File: src/hdl/c2s_sqrt.sv
// ----------------------------------------------------------------------------
// Pipelined integer square root
// Restoring digit recurrence, one root bit per register stage.
// ----------------------------------------------------------------------------
`default_nettype none

module c2s_sqrt #(
	parameter int ROOT_W = 33,
	parameter int SIDE_W = 1
) (
	input  logic                clk,
	input  logic                arst_n,
	input  logic                adv,
	input  logic                vld_in,
	input  logic [2*ROOT_W-1:0] rad_in,
	input  logic [SIDE_W-1:0]   side_in,
	output logic                vld_out,
	output logic [ROOT_W-1:0]   root_out,
	output logic [SIDE_W-1:0]   side_out
);
	localparam int RAD_W = 2 * ROOT_W;
	localparam int REM_W = ROOT_W + 2;

	logic [REM_W-1:0]  rem_s  [1:ROOT_W];
	logic [ROOT_W-1:0] q_s    [1:ROOT_W];
	logic [RAD_W-1:0]  rad_s  [1:ROOT_W];
	logic [SIDE_W-1:0] side_s [1:ROOT_W];
	logic              vld_s  [1:ROOT_W];

	for (genvar k = 0; k < ROOT_W; k++) begin : g_stage
		logic [REM_W-1:0]  rem_src;
		logic [ROOT_W-1:0] q_src;
		logic [RAD_W-1:0]  rad_src;
		logic [SIDE_W-1:0] side_src;
		logic              vld_src;
		logic [REM_W-1:0]  part;
		logic [REM_W-1:0]  trial;
		logic              take;

		if (k == 0) begin : g_first
			assign rem_src  = '0;
			assign q_src    = '0;
			assign rad_src  = rad_in;
			assign side_src = side_in;
			assign vld_src  = vld_in;
		end else begin : g_next
			assign rem_src  = rem_s[k];
			assign q_src    = q_s[k];
			assign rad_src  = rad_s[k];
			assign side_src = side_s[k];
			assign vld_src  = vld_s[k];
		end

		assign part  = {rem_src[REM_W-3:0], rad_src[RAD_W-1 -: 2]};
		assign trial = {q_src, 2'b01};
		assign take  = (part >= trial);

		always_ff @(posedge clk or negedge arst_n) begin
			if (!arst_n) begin
				vld_s[k+1] <= 1'b0;
			end else if (adv) begin
				vld_s[k+1] <= vld_src;
			end
		end

		always_ff @(posedge clk) begin
			if (adv) begin
				rem_s[k+1]  <= take ? (part - trial) : part;
				q_s[k+1]    <= {q_src[ROOT_W-2:0], take};
				rad_s[k+1]  <= {rad_src[RAD_W-3:0], 2'b00};
				side_s[k+1] <= side_src;
			end
		end
	end

	assign vld_out  = vld_s[ROOT_W];
	assign root_out = q_s[ROOT_W];
	assign side_out = side_s[ROOT_W];

endmodule

`default_nettype wire

File: config.mk
export PLATFORM = sky130hd
export DESIGN_NAME = c2s_sqrt
export DESIGN_NICKNAME = d
export VERILOG_FILES = /design/src/hdl/c2s_sqrt.sv
export SDC_FILE = /design/constraint.sdc
export NUM_CORES = 2
export LEC_CHECK = 0
export BUFFER_PORTS_ARGS = -buffer_cell sky130_fd_sc_hd__buf_4
export CAP_MARGIN = 15
export CELL_PAD_IN_SITES_DETAIL_PLACEMENT = 1
export CELL_PAD_IN_SITES_GLOBAL_PLACEMENT = 1
export CORE_MARGIN = 10
export CORE_UTILIZATION = 28
export DETAILED_ROUTE_END_ITERATION = 7
export PLACE_DENSITY = 0.53
export SYNTH_ARGS = -nofsm -noshare
export SYNTH_HDL_FRONTEND = slang
export SYNTH_MEMORY_MAX_BITS = 65536
export SYNTH_SLANG_ARGS = --single-unit
File: constraint.sdc
create_clock -name clk -period 4.97 [get_ports clk]
set_input_delay 0.497 -clock clk [delete_from_list [all_inputs] [get_ports clk]]
set_output_delay 0.497 -clock clk [all_outputs]
set_load 0.03 [all_outputs]
==> results.ini <==
[clocking]
cts-root-buf=clkbuf_16
clk_latency_ns=0.93
cts_htree_levels=5
post_cts_buffers=0
cts_buffer_depth=4
cts-buffers-inserted=326
clkTransAtPathRegs_ns=0.06
clock_sinks=2690
ctsResizeCount=0
cts_tree=done

[critical_path]
ff2ff_path_depth=11
critPathLaunchType=flip-flop
slowest_stage=nor3_1
path_max_fanout=45
r2r_start=rem_s[29][3]
end_kind=flip-flop
r2r_setup_slack_ns=0.76
worstPathCellList=ha_1, nand2_1, nor3_1, o211ai_1, a2111oi_0, buf_4, a21o_1, a311oi_1, o211a_1, buf_12, mux2_2
cp.required_ns=5.63
regToRegEndpoint=rem_s[30][12]
cp-startpoint=rem_s[29][3]
worst-endpoint-arrival_ns=4.87
cp_slowest_stage_delay_ns=0.74
critical_path_class=reg -> reg

[min_path]
worstHoldStart=adv
min_to=rad_s[7][54]
min_delay_path_depth=1
min-delay-path-class=in -> reg

[logic_synthesis]
yosysTopAreaCell=edfxtp_1
synth_edf_count=2657
avgSynthCellArea_um2=13.1
async_reset_ff_share_pct=1.23
synth_ff_type=edfxtp_1
yosysSeqAreaShare_pct=64.7
synth.net_count=10202
synth_cell_types=94
syn_area_um2=125000
yosysTopAreaCellShare_pct=64.0
ys_ff_latch=2690
netlist_instances=9536
yosys-top-cells-area=edfxtp_1, ha_1, xor2_1
ys.warnings.count=0

[routing]
firstDrtPassIters=5
ant_nets=0
wl_per_cell_um=18.4
drt_iter0_drc=4128
via_count=75170
wl_mm=297
drcViolationCount=0
viasPerCell=4.66

[pwr]
p_seq_share_pct=44.5
p_sw_share_pct=29.4
p_leak_nw=54.2
powerDensity_nw_per_um2=480
comb_power_share_pct=21.1
internal-power_w=0.0490
vdd_drop_max_uv=390
power_frac_clock_pct=34.4
p_sw_w=0.0204

[flow_run]
maxCapViolCount=0

[global_routing]
gr-total-overflow=0
grt_usage_pct=12.2
grt_pass1_wl_mm=465
grt_pass1_vias=79557
grt_max_degree=151
antenna_found_initial=5

[final_layout]
drive_above_1_share_pct=8.85
fin_util_pct=32.6
nFillCells=47343
nNetsFinal=10605
area_delta_synth_final_pct=16.1

[sta]
tns_ns=0
finalClockSkew_ns=0.0445
slew_violations=0
finalSetupViolCount=0
tightest_slew_ns=1.13
relSlewSlack_pct=23.5
fmax_ghz=0.238
grt_setup_unrepaired=false
fin_crit_sh_pct=84.7
timing_hold_violations_final=0
min_period_ns=4.21

[die]
die_h_um=687
die_w_um=687
start_util_pct=28.0
die_area_um2=472000
core.rowCount=245
ios=106
core_um2=444000

[place]
hpwl_mm=214
numPortBuffers=105
finalWeightedCongestion=0.827

[status]
outcome=finished, final reports clean

-- Yosys cell counts, types with 50 or more instances --
cell,count
o21a_1,97
nand2_1,552
a21o_1,264
or3_1,112
o31ai_1,62
nand2b_1,109
edfxtp_1,2657
and3_1,50
nor2_1,585
nand3_1,161
nand4_1,102
a21oi_1,607
nor3_1,232
or4_1,73
mux2_2,157
xnor2_1,410
ha_1,595
clkbuf_1,168
nor2b_1,91
xor2_1,419
nor4_1,138
a31oi_1,71
o21ai_0,470
inv_1,739
-- stage by stage --
step	power [W]	std cells	cell area [um^2]	hold slack [ns]	setup slack [ns]
after floorplan	0.0408	9536	125000	0.201	1.65
after global placement	0.0458	15464	133000	0.400	0.847
after detailed placement	0.0461	15465	133000	0.405	0.840
after CTS	0.0707	16125	145000	0.162	0.765
after global routing	0.0734	16129	145000	0.206	0.504
final	0.0694	16132	145000	0.281	0.761
-- flip-flops by register name, summed over array words and instances, names as in the netlist --
register and cells:
rad_s 1056, rem_s 1007, q_s 561, side_s 33, g_stage.vld_src 32, vld_out 1
-- worst max-delay path: cells and delay by family, from the launching register on --
| kind | cells | cell delay [ns] |
|---|---|---|
| and+or+nand+nor | 2 | 0.82 |
| DFF | 1 | 0.45 |
| AOI/OAI and AO/OA | 5 | 1.47 |
| muxes | 1 | 0.29 |
| adders and majority gates | 1 | 0.44 |
| buffers and inverters | 2 | 0.44 |
-- worst max path at each step --
| stage | end | cells past startpoint | slack, ns |
|---|---|---|---|
| after floorplan | rem_s[29][1] | 11 | 1.65 |
| after global placement | rem_s[30][9] | 11 | 0.85 |
| after detailed placement | rem_s[30][12] | 11 | 0.84 |
| after CTS | rem_s[30][18] | 11 | 0.76 |
| after global routing | rem_s[30][12] | 11 | 0.50 |
| final | rem_s[30][12] | 11 | 0.76 |
-- layout by cell type, fill, tap and decap left out, types with 172 or more instances in the layout --
master,Yosys,routed
a21o_1,264,264
buf_4,1,172
clkbuf_16,0,328
edfxtp_1,2657,2657
o21ai_0,470,470
inv_1,739,739
ha_1,595,595
a21oi_1,607,605
nand2_1,552,552
nor2_1,585,585
xor2_1,419,419
nor3_1,232,231
xnor2_1,410,410
-- repair_timing --
| action | 4_1_cts | 5_1_grt |
|---|---|---|
| endpoints found under the hold margin | 102 | 0 |
| hold buffers | 72 | 0 |
| endpoints found under the setup margin | 0 | 0 |
-- layer usage --
layer | up-vias | GRT usage [%] | share of wire (%)
li1 | 36289 | - | -
met1 | 37527 | 15.3 | 44
met2 | 912 | 21.8 | 50
met3 | 442 | 1.63 | 3.0
met4 | 0 | 3.51 | 2.8
met5 | - | 0 | 0
-- kinds of logic after synthesis --
group	share of synthesized area, %
AO/OA/AOI/OAI	9.53
XOR/XNOR	5.82
adder cells (fa/ha/maj)	5.97
buffers and inverters	2.87
flip-flops	64.7
multiplexers	1.53
other	0.00301
AND/OR/NAND/NOR	9.61
-- area by class of cell --
type                       count  area, um^2  area share (%)
inverter                     741        2780            1.92
multi-input combinational   5905       40500            28.0
antenna                        5        12.5         0.00865
clock buffer                 395        8480            5.86
timing repair buffer         275        2630            1.82
tap                         5928        7420            5.13
clock inverter               193        2220            1.53
sequential                  2690       80600            55.7
-- power by group through the flow --
stage | combinational [W] | clock, W | sequential [W]
global route | 0.0165 | 0.0257 | 0.0312
finish | 0.0146 | 0.0239 | 0.0309
global placement | 0.0144 | 0 | 0.0314
CTS | 0.0148 | 0.0249 | 0.0310
detailed placement | 0.0147 | 0 | 0.0315
floorplan | 0.0105 | 0 | 0.0303
(Power assumes the default switching activity.)
